## src/rtl/core/stsr_pkg.sv

```systemverilog
// ----------------------------------------------------------------------------
// stsr_pkg
// Shared types and constants for the throttle and steering slew block: field
// widths, reset values of the setup registers, register indexes, payload
// structs and the request struct of the bit-serial multiply-divide unit.
// ----------------------------------------------------------------------------
package stsr_pkg;

    localparam int FRACTION_BITS = 8;

    localparam int POS_W      = 15;
    localparam int SPAN_W     = 14;
    localparam int INC_W      = 12;
    localparam int RAW_W      = 7;
    localparam int CFG_IDX_W  = 3;
    localparam int CFG_DATA_W = 15;

    // 100 % full scale
    localparam logic [POS_W-1:0] POS_MAX = POS_W'(100 << FRACTION_BITS);
    localparam logic [RAW_W-1:0] RAW_MID = RAW_W'(50);

    localparam logic [POS_W-1:0]  IDLE_T_RST = POS_W'(50 << FRACTION_BITS);
    localparam logic [POS_W-1:0]  IDLE_S_RST = POS_W'(49 << FRACTION_BITS);
    localparam logic [SPAN_W-1:0] TSPAN_RST  = SPAN_W'(9 << FRACTION_BITS);
    localparam logic [SPAN_W-1:0] DBAND_RST  = SPAN_W'(9 << FRACTION_BITS);
    localparam logic [SPAN_W-1:0] SSPAN_RST  = SPAN_W'(12 << FRACTION_BITS);
    localparam logic [INC_W-1:0]  TINC_RST   = INC_W'(((1 << FRACTION_BITS) + 5) / 10);
    localparam logic [INC_W-1:0]  SINC_RST   = INC_W'(((18 << FRACTION_BITS) + 5) / 10);

    // register indexes
    localparam logic [CFG_IDX_W-1:0] CFG_IDLE_THROTTLE      = 3'd0;
    localparam logic [CFG_IDX_W-1:0] CFG_IDLE_STEERING      = 3'd1;
    localparam logic [CFG_IDX_W-1:0] CFG_THROTTLE_SPAN      = 3'd2;
    localparam logic [CFG_IDX_W-1:0] CFG_THROTTLE_DEAD_BAND = 3'd3;
    localparam logic [CFG_IDX_W-1:0] CFG_STEERING_SPAN      = 3'd4;
    localparam logic [CFG_IDX_W-1:0] CFG_THROTTLE_INCREMENT = 3'd5;
    localparam logic [CFG_IDX_W-1:0] CFG_STEERING_INCREMENT = 3'd6;

    // multiply-divide unit widths
    localparam int MD_A_W = 16;   // multiplicand
    localparam int MD_B_W = 15;   // multiplier, one bit per cycle
    localparam int MD_D_W = 18;   // divisor
    localparam int MD_P_W = 31;   // product / dividend, one quotient bit per cycle
    localparam int MD_Q_W = 15;   // quotient bits kept

    typedef struct packed {
        logic [MD_A_W-1:0] mcand;
        logic [MD_B_W-1:0] mplier;
        logic [MD_D_W-1:0] divisor;
    } t_md_req;

    typedef struct packed {
        logic [RAW_W-1:0] raw_steering;
        logic [RAW_W-1:0] raw_throttle;
    } t_in_item;

    typedef struct packed {
        logic [POS_W-1:0] throttle_position;
        logic [POS_W-1:0] steering_position;
        logic             throttle_moved;
        logic             steering_moved;
        logic             steering_release;
    } t_out_item;

endpackage

```

## src/rtl/core/stsr_muldiv.sv

```systemverilog
// ----------------------------------------------------------------------------
// stsr_muldiv
// Bit-serial unsigned (a * b) / d. Shift-add multiply, one multiplier bit per
// cycle, then restoring division, one quotient bit per cycle. o_done pulses
// for one cycle with the floor quotient on o_quot.
// ----------------------------------------------------------------------------
module stsr_muldiv
    import stsr_pkg::*;
(
    input  logic              i_clk,
    input  logic              i_rst_n,
    input  logic              i_start,
    input  t_md_req           i_req,
    output logic              o_done,
    output logic [MD_Q_W-1:0] o_quot
);

    localparam int CNT_W = $clog2(MD_P_W);

    localparam logic [1:0] PH_IDLE = 2'd0;
    localparam logic [1:0] PH_MUL  = 2'd1;
    localparam logic [1:0] PH_DIV  = 2'd2;

    logic [1:0]        r_phase,  n_phase;
    logic [CNT_W-1:0]  r_cnt,    n_cnt;
    logic              r_done,   n_done;
    logic [MD_P_W-1:0] r_mcand,  n_mcand;
    logic [MD_B_W-1:0] r_mplier, n_mplier;
    logic [MD_P_W-1:0] r_acc,    n_acc;
    logic [MD_P_W-1:0] r_num,    n_num;
    logic [MD_D_W-1:0] r_rem,    n_rem;
    logic [MD_D_W-1:0] r_den,    n_den;

    logic [MD_P_W-1:0] acc_sum;
    logic [MD_D_W:0]   trial;
    logic [MD_D_W:0]   diff;
    logic              ge;
    logic [MD_D_W-1:0] rem_nx;

    assign acc_sum = r_mplier[0] ? r_acc + r_mcand : r_acc;
    assign trial   = {r_rem, r_num[MD_P_W-1]};
    assign ge      = trial >= {1'b0, r_den};
    assign diff    = trial - {1'b0, r_den};
    // remainder stays below the divisor, so it fits the divisor width
    assign rem_nx  = ge ? diff[MD_D_W-1:0] : trial[MD_D_W-1:0];

    always_comb begin
        n_phase  = r_phase;
        n_cnt    = r_cnt;
        n_done   = 1'b0;
        n_mcand  = r_mcand;
        n_mplier = r_mplier;
        n_acc    = r_acc;
        n_num    = r_num;
        n_rem    = r_rem;
        n_den    = r_den;
        case (r_phase)
            PH_IDLE: begin
                if (i_start) begin
                    n_mcand  = MD_P_W'(i_req.mcand);
                    n_mplier = i_req.mplier;
                    n_acc    = '0;
                    n_den    = i_req.divisor;
                    n_cnt    = '0;
                    n_phase  = PH_MUL;
                end
            end
            PH_MUL: begin
                n_acc    = acc_sum;
                n_mcand  = {r_mcand[MD_P_W-2:0], 1'b0};
                n_mplier = {1'b0, r_mplier[MD_B_W-1:1]};
                n_cnt    = r_cnt + CNT_W'(1);
                if (r_cnt == CNT_W'(MD_B_W - 1)) begin
                    n_num   = acc_sum;
                    n_rem   = '0;
                    n_cnt   = '0;
                    n_phase = PH_DIV;
                end
            end
            PH_DIV: begin
                n_rem = rem_nx;
                n_num = {r_num[MD_P_W-2:0], ge};
                n_cnt = r_cnt + CNT_W'(1);
                if (r_cnt == CNT_W'(MD_P_W - 1)) begin
                    n_phase = PH_IDLE;
                    n_done  = 1'b1;
                end
            end
            default: begin
                n_phase = PH_IDLE;
            end
        endcase
    end

    always_ff @(posedge i_clk) begin
        if (!i_rst_n) begin
            r_phase <= PH_IDLE;
            r_cnt   <= '0;
            r_done  <= 1'b0;
        end else begin
            r_phase <= n_phase;
            r_cnt   <= n_cnt;
            r_done  <= n_done;
        end
    end

    always_ff @(posedge i_clk) begin
        r_mcand  <= n_mcand;
        r_mplier <= n_mplier;
        r_acc    <= n_acc;
        r_num    <= n_num;
        r_rem    <= n_rem;
        r_den    <= n_den;
    end

    assign o_done = r_done;
    assign o_quot = r_num[MD_Q_W-1:0];

endmodule

```

## src/rtl/core/servo_throttle_steering_ramp.sv

```systemverilog
// ----------------------------------------------------------------------------
// servo_throttle_steering_ramp
// Each transaction carries raw throttle and steering commands (50 = neutral).
// They map to target positions around the idle values; the held throttle and
// steering positions then slew towards them, with crossing, return-to-idle and
// dead-band rules. One result transaction per input transaction.
// ----------------------------------------------------------------------------
// Sequencing: a transaction is taken only in S_IDLE. Four jobs run one after
// another on a single bit-serial multiply-divide unit (throttle target,
// throttle step, steering target, steering step); each job works through the
// 15 multiplier bits and then the 31 quotient bits. The throttle update takes
// S_TU1 and S_TU2 before the steering step, and the steering update takes S_SU,
// which waits until the output register is free. A finished result sits in the
// output register, so the next transaction is taken while it waits. The user
// must write setup registers only while the block is idle; the block does not enforce it.
// ----------------------------------------------------------------------------
module servo_throttle_steering_ramp
    import stsr_pkg::*;
(
    input  logic                  i_clk,
    input  logic                  i_rst_n,
    input  logic                  i_cfg_we,
    input  logic [CFG_IDX_W-1:0]  i_cfg_idx,
    input  logic [CFG_DATA_W-1:0] i_cfg_data,
    input  logic                  i_in_valid,
    output logic                  o_in_ready,
    input  t_in_item              i_in_data,
    output logic                  o_out_valid,
    input  logic                  i_out_ready,
    output t_out_item             o_out_data
);

    localparam int SW = POS_W + 3;

    localparam logic [3:0] S_IDLE    = 4'd0;
    localparam logic [3:0] S_TT_GO   = 4'd1;
    localparam logic [3:0] S_TT_WAIT = 4'd2;
    localparam logic [3:0] S_TS_GO   = 4'd3;
    localparam logic [3:0] S_TS_WAIT = 4'd4;
    localparam logic [3:0] S_ST_GO   = 4'd5;
    localparam logic [3:0] S_ST_WAIT = 4'd6;
    localparam logic [3:0] S_TU1     = 4'd7;
    localparam logic [3:0] S_TU2     = 4'd8;
    localparam logic [3:0] S_SS_GO   = 4'd9;
    localparam logic [3:0] S_SS_WAIT = 4'd10;
    localparam logic [3:0] S_SU      = 4'd11;

    function automatic logic [POS_W-1:0] sat_pos(input logic signed [SW-1:0] v);
        logic [POS_W-1:0] r;
        if (v < SW'(0))
            r = '0;
        else if (v > $signed({3'b000, POS_MAX}))
            r = POS_MAX;
        else
            r = v[POS_W-1:0];
        return r;
    endfunction

    // setup registers
    logic [POS_W-1:0]  r_idle_t, n_idle_t;
    logic [POS_W-1:0]  r_idle_s, n_idle_s;
    logic [SPAN_W-1:0] r_tspan,  n_tspan;
    logic [SPAN_W-1:0] r_dband,  n_dband;
    logic [SPAN_W-1:0] r_sspan,  n_sspan;
    logic [INC_W-1:0]  r_tinc,   n_tinc;
    logic [INC_W-1:0]  r_sinc,   n_sinc;

    // held state and control
    logic [3:0]        r_state,     n_state;
    logic [POS_W-1:0]  r_thr,       n_thr;
    logic [POS_W-1:0]  r_str,       n_str;
    logic              r_settled,   n_settled;
    logic              r_out_valid, n_out_valid;

    // working payload
    logic [RAW_W-1:0]  r_raw_t,  n_raw_t;
    logic [RAW_W-1:0]  r_raw_s,  n_raw_s;
    logic [POS_W-1:0]  r_tgt_t,  n_tgt_t;
    logic [POS_W-1:0]  r_tgt_s,  n_tgt_s;
    logic [INC_W-1:0]  r_step_t, n_step_t;
    logic [13:0]       r_step_s, n_step_s;
    logic [POS_W-1:0]  r_cand,   n_cand;
    logic              r_t_up,   n_t_up;
    logic              r_t_dn,   n_t_dn;
    t_out_item         r_out,    n_out;

    // multiply-divide unit
    logic              md_start;
    t_md_req           md_req;
    logic              md_done;
    logic [MD_Q_W-1:0] md_quot;

    // target mapping
    logic                  is_tt;
    logic [RAW_W-1:0]      raw_sel;
    logic                  raw_neg;
    logic [RAW_W-1:0]      raw_dev;
    logic [SPAN_W-1:0]     span_sel;
    logic [POS_W-1:0]      idle_sel;
    logic signed [SW-1:0]  tgt_sum;
    logic [POS_W-1:0]      tgt_new;

    // throttle step
    logic signed [16:0]    t_diff;
    logic [POS_W-1:0]      t_dev;
    logic signed [16:0]    t_num;
    logic                  t_zero;
    logic [MD_A_W-1:0]     tinc10;
    logic [MD_D_W-1:0]     tspan11;

    // steering step
    logic [POS_W-1:0]      s_den2;
    logic signed [16:0]    s_num;
    logic [MD_B_W-1:0]     s_num_u;
    logic [MD_D_W-1:0]     s_div;
    logic                  s_up;
    logic                  s_dn;
    logic                  s_cross;
    logic [13:0]           sinc3;

    // throttle update
    logic                  tu_up;
    logic                  tu_dn;
    logic                  tu_cross;
    logic [POS_W-1:0]      tinc5;
    logic [POS_W-1:0]      tinc3;
    logic [POS_W-1:0]      tu_delta;
    logic signed [16:0]    tu_sum;
    logic [POS_W-1:0]      tu_cand;
    logic signed [SW-1:0]  db_hi;
    logic signed [SW-1:0]  db_lo;
    logic                  jump_up;
    logic                  jump_dn;
    logic [POS_W-1:0]      thr_fin;

    // steering update
    logic signed [16:0]    su_sum;
    logic [POS_W-1:0]      str_fin;
    logic                  release_s;
    logic                  out_free;

    stsr_muldiv u_muldiv (
        .i_clk   (i_clk),
        .i_rst_n (i_rst_n),
        .i_start (md_start),
        .i_req   (md_req),
        .o_done  (md_done),
        .o_quot  (md_quot)
    );

    // ---- target: idle +/- |raw - 50| * span / 50, saturated ----
    assign is_tt    = (r_state == S_TT_GO) || (r_state == S_TT_WAIT);
    assign raw_sel  = is_tt ? r_raw_t : r_raw_s;
    assign raw_neg  = raw_sel < RAW_MID;
    assign raw_dev  = raw_neg ? RAW_MID - raw_sel : raw_sel - RAW_MID;
    assign span_sel = is_tt ? r_tspan : r_sspan;
    assign idle_sel = is_tt ? r_idle_t : r_idle_s;
    assign tgt_sum  = raw_neg ? $signed({3'b000, idle_sel}) - $signed({3'b000, md_quot})
                              : $signed({3'b000, idle_sel}) + $signed({3'b000, md_quot});
    assign tgt_new  = sat_pos(tgt_sum);

    // ---- throttle deflection from idle ----
    assign t_diff  = $signed({2'b00, r_thr}) - $signed({2'b00, r_idle_t});
    assign t_dev   = t_diff[16] ? POS_W'(-t_diff) : t_diff[POS_W-1:0];
    assign t_num   = $signed({3'b000, r_tspan}) - $signed({2'b00, t_dev});
    assign t_zero  = (r_tspan == '0) || (t_num <= 17'sd0);
    assign tinc10  = MD_A_W'({r_tinc, 3'b000}) + MD_A_W'({r_tinc, 1'b0});
    assign tspan11 = MD_D_W'({r_tspan, 3'b000}) + MD_D_W'({r_tspan, 1'b0})
                   + MD_D_W'(r_tspan);

    // ---- steering scale (2*span - dev) / (2*span), uses updated throttle ----
    assign s_den2 = {r_tspan, 1'b0};
    assign s_num  = $signed({2'b00, s_den2}) - $signed({2'b00, t_dev});
    always_comb begin
        if (s_den2 == '0) begin
            s_num_u = MD_B_W'(t_dev == '0);
            s_div   = MD_D_W'(1);
        end else if (s_num < 17'sd0) begin
            s_num_u = '0;
            s_div   = MD_D_W'(s_den2);
        end else begin
            s_num_u = s_num[MD_B_W-1:0];
            s_div   = MD_D_W'(s_den2);
        end
    end
    assign s_up    = r_tgt_s > r_str;
    assign s_dn    = r_tgt_s < r_str;
    assign s_cross = (s_up && (r_str < r_idle_s) && (r_tgt_s > r_idle_s))
                  || (s_dn && (r_str > r_idle_s) && (r_tgt_s < r_idle_s));
    assign sinc3   = 14'(r_sinc) + 14'({r_sinc, 1'b0});

    // ---- unit requests ----
    always_comb begin
        md_start = 1'b0;
        md_req   = '0;
        case (r_state)
            S_TT_GO, S_ST_GO: begin
                md_start       = 1'b1;
                md_req.mcand   = MD_A_W'(span_sel);
                md_req.mplier  = MD_B_W'(raw_dev);
                md_req.divisor = MD_D_W'(RAW_MID);
            end
            S_TS_GO: begin
                md_start       = 1'b1;
                md_req.mcand   = tinc10;
                md_req.mplier  = t_zero ? '0 : MD_B_W'(t_num[SPAN_W-1:0]);
                md_req.divisor = t_zero ? MD_D_W'(1) : tspan11;
            end
            S_SS_GO: begin
                md_start       = 1'b1;
                md_req.mcand   = s_cross ? MD_A_W'(sinc3) : MD_A_W'(r_sinc);
                md_req.mplier  = s_num_u;
                md_req.divisor = s_div;
            end
            default: begin
                md_start = 1'b0;
            end
        endcase
    end

    // ---- throttle update, first half: step and clamp to target ----
    assign tu_up    = r_tgt_t > r_thr;
    assign tu_dn    = r_tgt_t < r_thr;
    assign tu_cross = (tu_up && (r_thr < r_idle_t) && (r_tgt_t > r_idle_t))
                   || (tu_dn && (r_thr > r_idle_t) && (r_tgt_t < r_idle_t));
    assign tinc5    = POS_W'(r_tinc) + POS_W'({r_tinc, 2'b00});
    assign tinc3    = POS_W'(r_tinc) + POS_W'({r_tinc, 1'b0});
    assign tu_delta = tu_cross ? tinc5
                    : (r_tgt_t == r_idle_t) ? tinc3 : POS_W'(r_step_t);
    assign tu_sum   = tu_up ? $signed({2'b00, r_thr}) + $signed({2'b00, tu_delta})
                            : $signed({2'b00, r_thr}) - $signed({2'b00, tu_delta});
    always_comb begin
        if (tu_up)
            tu_cand = (tu_sum > $signed({2'b00, r_tgt_t})) ? r_tgt_t : tu_sum[POS_W-1:0];
        else if (tu_dn)
            tu_cand = (tu_sum < $signed({2'b00, r_tgt_t})) ? r_tgt_t : tu_sum[POS_W-1:0];
        else
            tu_cand = r_thr;
    end

    // ---- throttle update, second half: dead band jump and saturation ----
    assign db_hi   = $signed({3'b000, r_idle_t}) + $signed({4'b0000, r_dband});
    assign db_lo   = $signed({3'b000, r_idle_t}) - $signed({4'b0000, r_dband});
    assign jump_up = r_t_up && (r_tgt_t > r_idle_t) && (r_cand > r_idle_t)
                  && ($signed({3'b000, r_cand}) < db_hi);
    assign jump_dn = r_t_dn && (r_tgt_t < r_idle_t) && (r_cand < r_idle_t)
                  && ($signed({3'b000, r_cand}) > db_lo);
    assign thr_fin = sat_pos(jump_up ? db_hi : jump_dn ? db_lo : $signed({3'b000, r_cand}));

    // ---- steering update ----
    assign su_sum = s_up ? $signed({2'b00, r_str}) + $signed({3'b000, r_step_s})
                         : $signed({2'b00, r_str}) - $signed({3'b000, r_step_s});
    always_comb begin
        if (s_up)
            str_fin = (su_sum > $signed({2'b00, r_tgt_s})) ? r_tgt_s : su_sum[POS_W-1:0];
        else if (s_dn)
            str_fin = (su_sum < $signed({2'b00, r_tgt_s})) ? r_tgt_s : su_sum[POS_W-1:0];
        else
            str_fin = r_str;
    end
    assign release_s = !s_up && !s_dn && !r_settled;

    assign out_free   = !r_out_valid || i_out_ready;
    assign o_in_ready = (r_state == S_IDLE);

    // ---- sequencer ----
    always_comb begin
        n_idle_t    = r_idle_t;
        n_idle_s    = r_idle_s;
        n_tspan     = r_tspan;
        n_dband     = r_dband;
        n_sspan     = r_sspan;
        n_tinc      = r_tinc;
        n_sinc      = r_sinc;
        n_state     = r_state;
        n_thr       = r_thr;
        n_str       = r_str;
        n_settled   = r_settled;
        n_out_valid = r_out_valid;
        n_raw_t     = r_raw_t;
        n_raw_s     = r_raw_s;
        n_tgt_t     = r_tgt_t;
        n_tgt_s     = r_tgt_s;
        n_step_t    = r_step_t;
        n_step_s    = r_step_s;
        n_cand      = r_cand;
        n_t_up      = r_t_up;
        n_t_dn      = r_t_dn;
        n_out       = r_out;

        if (i_cfg_we) begin
            case (i_cfg_idx)
                CFG_IDLE_THROTTLE:      n_idle_t = i_cfg_data[POS_W-1:0];
                CFG_IDLE_STEERING:      n_idle_s = i_cfg_data[POS_W-1:0];
                CFG_THROTTLE_SPAN:      n_tspan  = i_cfg_data[SPAN_W-1:0];
                CFG_THROTTLE_DEAD_BAND: n_dband  = i_cfg_data[SPAN_W-1:0];
                CFG_STEERING_SPAN:      n_sspan  = i_cfg_data[SPAN_W-1:0];
                CFG_THROTTLE_INCREMENT: n_tinc   = i_cfg_data[INC_W-1:0];
                CFG_STEERING_INCREMENT: n_sinc   = i_cfg_data[INC_W-1:0];
                default: begin
                end
            endcase
        end

        if (r_out_valid && i_out_ready)
            n_out_valid = 1'b0;

        case (r_state)
            S_IDLE: begin
                if (i_in_valid) begin
                    n_raw_t = i_in_data.raw_throttle;
                    n_raw_s = i_in_data.raw_steering;
                    n_state = S_TT_GO;
                end
            end
            S_TT_GO:   n_state = S_TT_WAIT;
            S_TT_WAIT: begin
                if (md_done) begin
                    n_tgt_t = tgt_new;
                    n_state = S_TS_GO;
                end
            end
            S_TS_GO:   n_state = S_TS_WAIT;
            S_TS_WAIT: begin
                if (md_done) begin
                    n_step_t = md_quot[INC_W-1:0];
                    n_state  = S_ST_GO;
                end
            end
            S_ST_GO:   n_state = S_ST_WAIT;
            S_ST_WAIT: begin
                if (md_done) begin
                    n_tgt_s = tgt_new;
                    n_state = S_TU1;
                end
            end
            S_TU1: begin
                n_cand  = tu_cand;
                n_t_up  = tu_up;
                n_t_dn  = tu_dn;
                n_state = S_TU2;
            end
            S_TU2: begin
                n_thr   = thr_fin;
                n_state = S_SS_GO;
            end
            S_SS_GO:   n_state = S_SS_WAIT;
            S_SS_WAIT: begin
                if (md_done) begin
                    n_step_s = md_quot[13:0];
                    n_state  = S_SU;
                end
            end
            S_SU: begin
                // commit only once the output register can take the result
                if (out_free) begin
                    n_str                   = str_fin;
                    n_settled               = !(s_up || s_dn);
                    n_out.throttle_position = r_thr;
                    n_out.steering_position = str_fin;
                    n_out.throttle_moved    = r_t_up || r_t_dn;
                    n_out.steering_moved    = s_up || s_dn;
                    n_out.steering_release  = release_s;
                    n_out_valid             = 1'b1;
                    n_state                 = S_IDLE;
                end
            end
            default: begin
                n_state = S_IDLE;
            end
        endcase
    end

    always_ff @(posedge i_clk) begin
        if (!i_rst_n) begin
            r_idle_t    <= IDLE_T_RST;
            r_idle_s    <= IDLE_S_RST;
            r_tspan     <= TSPAN_RST;
            r_dband     <= DBAND_RST;
            r_sspan     <= SSPAN_RST;
            r_tinc      <= TINC_RST;
            r_sinc      <= SINC_RST;
            r_state     <= S_IDLE;
            r_thr       <= IDLE_T_RST;
            r_str       <= IDLE_S_RST;
            r_settled   <= 1'b1;
            r_out_valid <= 1'b0;
        end else begin
            r_idle_t    <= n_idle_t;
            r_idle_s    <= n_idle_s;
            r_tspan     <= n_tspan;
            r_dband     <= n_dband;
            r_sspan     <= n_sspan;
            r_tinc      <= n_tinc;
            r_sinc      <= n_sinc;
            r_state     <= n_state;
            r_thr       <= n_thr;
            r_str       <= n_str;
            r_settled   <= n_settled;
            r_out_valid <= n_out_valid;
        end
    end

    always_ff @(posedge i_clk) begin
        r_raw_t  <= n_raw_t;
        r_raw_s  <= n_raw_s;
        r_tgt_t  <= n_tgt_t;
        r_tgt_s  <= n_tgt_s;
        r_step_t <= n_step_t;
        r_step_s <= n_step_s;
        r_cand   <= n_cand;
        r_t_up   <= n_t_up;
        r_t_dn   <= n_t_dn;
        r_out    <= n_out;
    end

    assign o_out_valid = r_out_valid;
    assign o_out_data  = r_out;

endmodule

```

## config.mk

```make
export PLATFORM = sky130hd
export DESIGN_NAME = servo_throttle_steering_ramp
export DESIGN_NICKNAME = d
export VERILOG_FILES = /design/src/rtl/core/stsr_pkg.sv /design/src/rtl/core/stsr_muldiv.sv /design/src/rtl/core/servo_throttle_steering_ramp.sv
export SDC_FILE = /design/constraint.sdc
export NUM_CORES = 2
export LEC_CHECK = 0
export BUFFER_PORTS_ARGS = -buffer_cell sky130_fd_sc_hd__buf_2
export CAP_MARGIN = 40
export CELL_PAD_IN_SITES_DETAIL_PLACEMENT = 1
export CELL_PAD_IN_SITES_GLOBAL_PLACEMENT = 2
export CORE_ASPECT_RATIO = 1.2
export CORE_MARGIN = 8
export CORE_UTILIZATION = 40
export CTS_BUF_LIST = sky130_fd_sc_hd__clkbuf_4 sky130_fd_sc_hd__clkbuf_8
export DETAILED_ROUTE_END_ITERATION = 10
export PLACE_DENSITY_LB_ADDON = 0.25
export SYNTH_ARGS = -nofsm -noshare
export SYNTH_HDL_FRONTEND = slang
export SYNTH_HIERARCHICAL = 1
export SYNTH_SLANG_ARGS = --single-unit
```

## constraint.sdc

```tcl
create_clock -name i_clk -period 18.2 [get_ports i_clk]
set_clock_uncertainty 0.1 [all_clocks]
set_input_delay 1.82 -clock i_clk [delete_from_list [all_inputs] [get_ports i_clk]]
set_output_delay 1.82 -clock i_clk [all_outputs]
set_load 0.005 [all_outputs]
```

### After elaboration in Yosys (flattened, before gate mapping)

Index checks and enable logic that the tools add are counted.
Widths: inputs -> output; s select.

| word-level totals | value |
|---|---|
| register bits after elaboration | 404 |
| bits of input ports | 37 |
| output and inout bits | 35 |
| word-level logic and storage cells | 239 |

| cells by class | value |
|---|---|
| add/sub/neg operators | 23 |
| $lt $le $gt $ge | 28 |
| equality and inequality tests | 31 |
| muxes and demuxes | 62 |
| reductions and logical operators | 60 |

Operators by type and width:

| operator | number |
|---|---|
| $mux 15 | 19 |
| $pmux 31 s2 | 3 |
| $pmux 49 s3 | 1 |
| $mux 31 | 4 |
| $mux 18 | 6 |
| $gt 15x15->1 | 7 |
| $lt 15x15->1 | 7 |
| $sub 15x15->16 | 4 |
| $mux 14 | 4 |
| $pmux 4 s12 | 1 |
| $gt 18x16->1 const B | 2 |
| $lt 18x1->1 const B | 2 |
| $pmux 18 s2 | 1 |
| $reduce_and 2->1 | 18 |
| $gt 17x16->1 | 2 |
| $lt 17x16->1 | 2 |
| $mux 17 | 2 |
| $add 15x14->16 | 2 |
| $add 15x15->16 | 2 |
| $sub 15x14->16 | 2 |
| $add 31x31->31 | 1 |
| $logic_not 15->1 | 2 |
| $pmux 15 s2 | 1 |
| $add 12x13->14 | 2 |
| other kinds (50) | 107 |

### Depth between registers and ports, before layout

| logic depth | value |
|---|---|
| depth in word-level cells | 11 |
| depth in mapped cells | 40 |
| mapped depth without buffers | 38 |

### Hierarchy

The synthesis kept the hierarchy.

Modules (own cells, without submodules):

| module | instances | cells each | area each (um^2) | seq. area each (um^2) |
|---|---|---|---|---|
| servo_throttle_steering_ramp | 1 | 3160 | 25735.9 | 6246.0 |
| stsr_muldiv | 1 | 823 | 9023.7 | 4484.3 |

### Worst setup path before layout

Ideal clock, no wire load.

| path | value |
|---|---|
| kind | flip-flop to flip-flop |
| start | register r_thr[0] |
| end | register r_cand[11] (data pin) |
| library setup time | 0.261 ns |
| arrival time | 7.257 ns |
| data required time | 17.839 ns |
| slack | 10.582 ns |
| stages on the path, launching flop included | 35 |
| path buffers | 2 |
| period minus slack after synthesis | 7.618 ns |
| cells stage by stage | dfxtp_1 -> inv_1 -> ha_1 -> fa_1 -> nor2b_1 -> o31a_1 -> o2111ai_1 -> and3_1 -> o31ai_1 -> a21oi_1 -> nor4_1 -> a41o_1 -> inv_1 -> clkbuf_1 -> and3_1 -> a221o_1 -> ha_1 -> inv_1 -> o21bai_1 -> a2111oi_0 -> o211ai_1 -> a21o_1 -> a21o_1 -> nand2_1 -> o31ai_1 -> xnor2_1 -> ha_1 -> a21oi_1 -> nor2b_1 -> o31ai_1 -> o2bb2ai_1 -> a21bo_2 -> clkbuf_1 -> mux2_2 -> a221o_1 |

| on the way | value |
|---|---|
| cells in the longest elaborated chain, start to end | 11 |
| elaborated cells on any way between the ends | 19 |
| classes of those cells | 2 x add/sub; 6 x order compare; 6 x mux; 5 x reduce/logical |

Ends and longest elaborated chain:

| element | RTL line | source |
|---|---|---|
| start: declaration | servo_throttle_steering_ramp.sv:70 | `logic [POS_W-1:0] r_thr, n_thr;` |
| start signal: assignment | servo_throttle_steering_ramp.sv:397 | `r_thr <= n_thr;` |
| $gt 15x15->1, or another cell as far along | servo_throttle_steering_ramp.sv:222 | `assign tu_up = r_tgt_t > r_thr;` |
| $logic_and 1x1->1 (on tied branches) (2 in a row) | servo_throttle_steering_ramp.sv:224, servo_throttle_steering_ramp.sv:225 |  |
| $logic_or 1x1->1 | servo_throttle_steering_ramp.sv:225 | `\|\| (tu_dn && (r_thr > r_idle_t) && (r_tgt_t < r_idle_t));` |
| $mux 15 | servo_throttle_steering_ramp.sv:228 | `assign tu_delta = tu_cross ? tinc5` |
| $sub 15x15->16 / $add 15x15->16 (equally long branches) | servo_throttle_steering_ramp.sv:231, servo_throttle_steering_ramp.sv:230 |  |
| $mux 17 | servo_throttle_steering_ramp.sv:230 | `assign tu_sum = tu_up ? $signed({2'b00, r_thr}) + $signed({2'b00, tu_delta})` |
| $lt 17x16->1 | servo_throttle_steering_ramp.sv:236 | `tu_cand = (tu_sum < $signed({2'b00, r_tgt_t})) ? r_tgt_t : tu_sum[POS_W-1:0];` |
| $mux 15 | servo_throttle_steering_ramp.sv:236 |  |
| $mux 15 | servo_throttle_steering_ramp.sv:235 | `else if (tu_dn)` |
| $mux 15 (*) | servo_throttle_steering_ramp.sv:233 | `if (tu_up)` |
| net tu_cand[11] | servo_throttle_steering_ramp.sv:129 | `logic [POS_W-1:0] tu_cand;` |
| end signal: assignment | servo_throttle_steering_ramp.sv:411 | `r_cand <= n_cand;` |
| end: declaration | servo_throttle_steering_ramp.sv:82 | `logic [POS_W-1:0] r_cand, n_cand;` |

The timed path passes the listed nets; every way through them passes the cells marked *.
A chain may end at the register's enable or synchronous reset.

### Worst setup path after layout

Same ends and word-level chain as after synthesis.

==> run summary <==
Reg power frac: 36.7%
cts hold-fix bufs: 0
largest area contributor in the netlist: edfxtp_1
actual slew at the worst max-slew pin: 1.00 ns
initial antenna violation count: 5
number of routed nets with antenna violations: 0
Layout area overhead: 9.33%
Clock transition at path regs: 0.06 ns
post-CTS sizing: 0
worst reg2reg path startpoint: r_thr[0]
Fin. Hold Viols: 0
Die Height: 339 um
Main synth FF type: edfxtp_1
VDD IR max: 0.0704 mV
hold worst-path end: r_sspan[13]
Pwr Density: 75.8 mW/mm^2
Synth top cells by count: ha_1 (424), nand2_1 (392), a21oi_1 (353)
post-synth top area share: 22.8%
routed vias/inst: 5.82
Setup CP Type: reg2reg
period utilisation layout: 54.2%
RSZ-0062 raised after global routing: false
most instantiated library cell after synthesis: ha_1
Die ar.: 0.0966 sq mm
number of enable flip-flop cells after synthesis: 264
Reg2Reg Depth: 35
Mapped Nets: 4,472
maxcap violations: 0
Critical Path Source Type: register
drt drc: 0
worst min path class: reg2reg
1st-pass router iterations: 5
FF+latch count, synth: 404
DP HPWL: 95,400 um
fin nets: 4,512
switching share of total power: 33.8%
most frequent CP cell: o31ai_1
yosys synthesis warning count: 6
Mapped Cells: 3,983
setup_tns: 0 ns
crit end category: register
Core Region: 0.0862 sq mm
clock share of power: 35.1%
Largest stage delay, worst path: 0.69 ns
Die Wd: 285 um
min-delay src: r_sspan[13]
Seq/Total Area, Yosys: 30.9%
largest net degree at the start of global routing: 64
Worst-Skew Late Latency: 0.71 ns
Slew headroom: 32.8%
clock buffer depth: 3
Worst Hold Path Cells: 2
critical path required time: 18.56 ns
WL/cell: 23.6 um
CP max FO: 22
first-pass GRT wire length: 188,000 um
Top Ports: 72
reg-to-reg setup timing slack: 8.34 ns
Psw: 0.974 mW
minimum clock period: 9.86 ns
Max Fclk: 0.101 GHz
status: completed
Synth cell types: 97
Total Wirelength: 123,000 um
CTS sink count: 404
Rows: 118
dominant cells by area after synthesis: edfxtp_1 (23%), ha_1 (15%), dfxtp_1 (8.1%), a21oi_1 (5.1%), nand2_1 (4.2%)
Port Buf Inserts: 71
share of cells above drive strength 1: 8.96%
drt initial violations: 1,810
Max stage delay cell, worst path: nand2_1
internal power: 1.91 mW
Final Wtd Congestion: 0.903
Final Slew Violations: 0
Critical Path AT: 10.21 ns
crit path launch: r_thr[0]
final setup violating endpoints: 0
Starting Density: 40.3%
Avg Cell Area, Syn: 8.73 sq um
detailed-route via count: 30,400
P_leak: 15.7 nW
CTS Root Cell: clkbuf_8
GRT Total Usage: 24.7%
Gate power share: 28.3%
Mapped Area: 0.0348 sq mm
CTS tree: built
Reg-to-Reg End: r_cand[11]
clock buffer count from CTS: 78
vias in the first global route: 31,100
Final Util: 44.1%
ys async rst share: 0%
GR Overflow Total: 0
# H-tree levels: 3
postcts setup bufs: 0
[kinds of logic after synthesis]
group | share of synthesized area (%)
simple gates | 17.0
fa+ha+maj | 16.9
xor+xnor | 4.69
mux | 4.39
buf+inv | 5.06
compound gates | 21.1
flops | 30.9
[power by group through the flow]
stage | Sequential, mW | Clock (mW) | Combinational (mW)
floorplan | 1.07 | 0 | 0.593
global placement | 1.07 | 0 | 0.799
detailed placement | 1.08 | 0 | 0.809
CTS | 1.06 | 1.04 | 0.815
global route | 1.06 | 1.07 | 0.896
finish | 1.06 | 1.01 | 0.814
[stage by stage]
step           hold slack, ns  std cells  power (mW)  cell area [sq um]  setup slack, ns
6_report                0.354       5230        2.88              38000             8.34
5_1_grt                 0.370       5228        3.03              38000             7.49
4_1_cts                 0.356       5227        2.91              38000             8.42
3_5_place_dp            0.347       5083        1.88              36300             8.45
3_3_place_gp            0.342       5071        1.87              36200             8.33
2_1_floorplan           0.336       3983        1.66              34800            10.58
[final cells by class]
cell class,instances,area [sq um]
Multi-Input combinational cell,3139,22300
Fill cell,10200,48200
Timing Repair Buffer,116,739
Clock buffer,107,1350
Tap cell,1140,1430
Antenna cell,3,7.51
Inverter,284,1070
Clock inverter,37,359
Sequential cell,404,10700
[routing by layer]
metal  vias to the layer above  wire [um]  track usage (%)
met5                         -         63                0
met2                       595      57000             41.0
li1                      14600          -                -
met3                       220       4960             3.27
met4                         8       5360             10.4
met1                     15000      55900             32.0
[sequential cells by signal, summed over array words and instances (netlist names), 14 cells and up]
signal and count:
r_step_s 14, o_out_data 33, r_idle_t 15, r_idle_s 15, r_tgt_s 15, r_cand 15, u_muldiv/r_mplier 15, u_muldiv/r_mcand 31
u_muldiv/r_acc 31, u_muldiv/r_num 31, r_sspan 14, r_tspan 14, u_muldiv/r_rem 18, r_tgt_t 15, u_muldiv/r_den 18, r_str 15
r_thr 15, r_dband 14
[placed cells by master, fill, tap and decap left out, types with 49 or more instances in the layout]
master	count
a21o_1	97
a21oi_1	353
buf_2	72
clkbuf_8	87
dfxtp_1	140
edfxtp_1	264
ha_1	423
inv_1	278
mux2_2	49
mux2i_1	94
nand2_1	392
nand3_1	88
nor2_1	302
nor2b_1	66
nor3_1	102
o21a_1	50
o21ai_0	195
xnor2_1	125
xor2_1	61
[worst max-delay path, delay by kind of cell, from the launching register on]
family	cells	cell delay (ns)
AO/OA/AOI/OAI	19	4.46
XOR/XNOR	1	0.20
buffers and inverters	3	0.74
multiplexers	1	0.42
flip-flops	1	0.50
AND/OR/NAND/NOR	7	1.91
adder cells (fa/ha/maj)	4	1.25
[how the worst max path moves through the flow]
stage / cells past startpoint / end
floorplan: 34 / r_cand[11]
global placement: 34 / r_cand[11]
detailed placement: 35 / r_cand[11]
CTS: 35 / r_cand[11]
global route: 35 / r_cand[11]
finish: 35 / r_cand[11]
No activity file was read; power rests on OpenSTA's default activity.
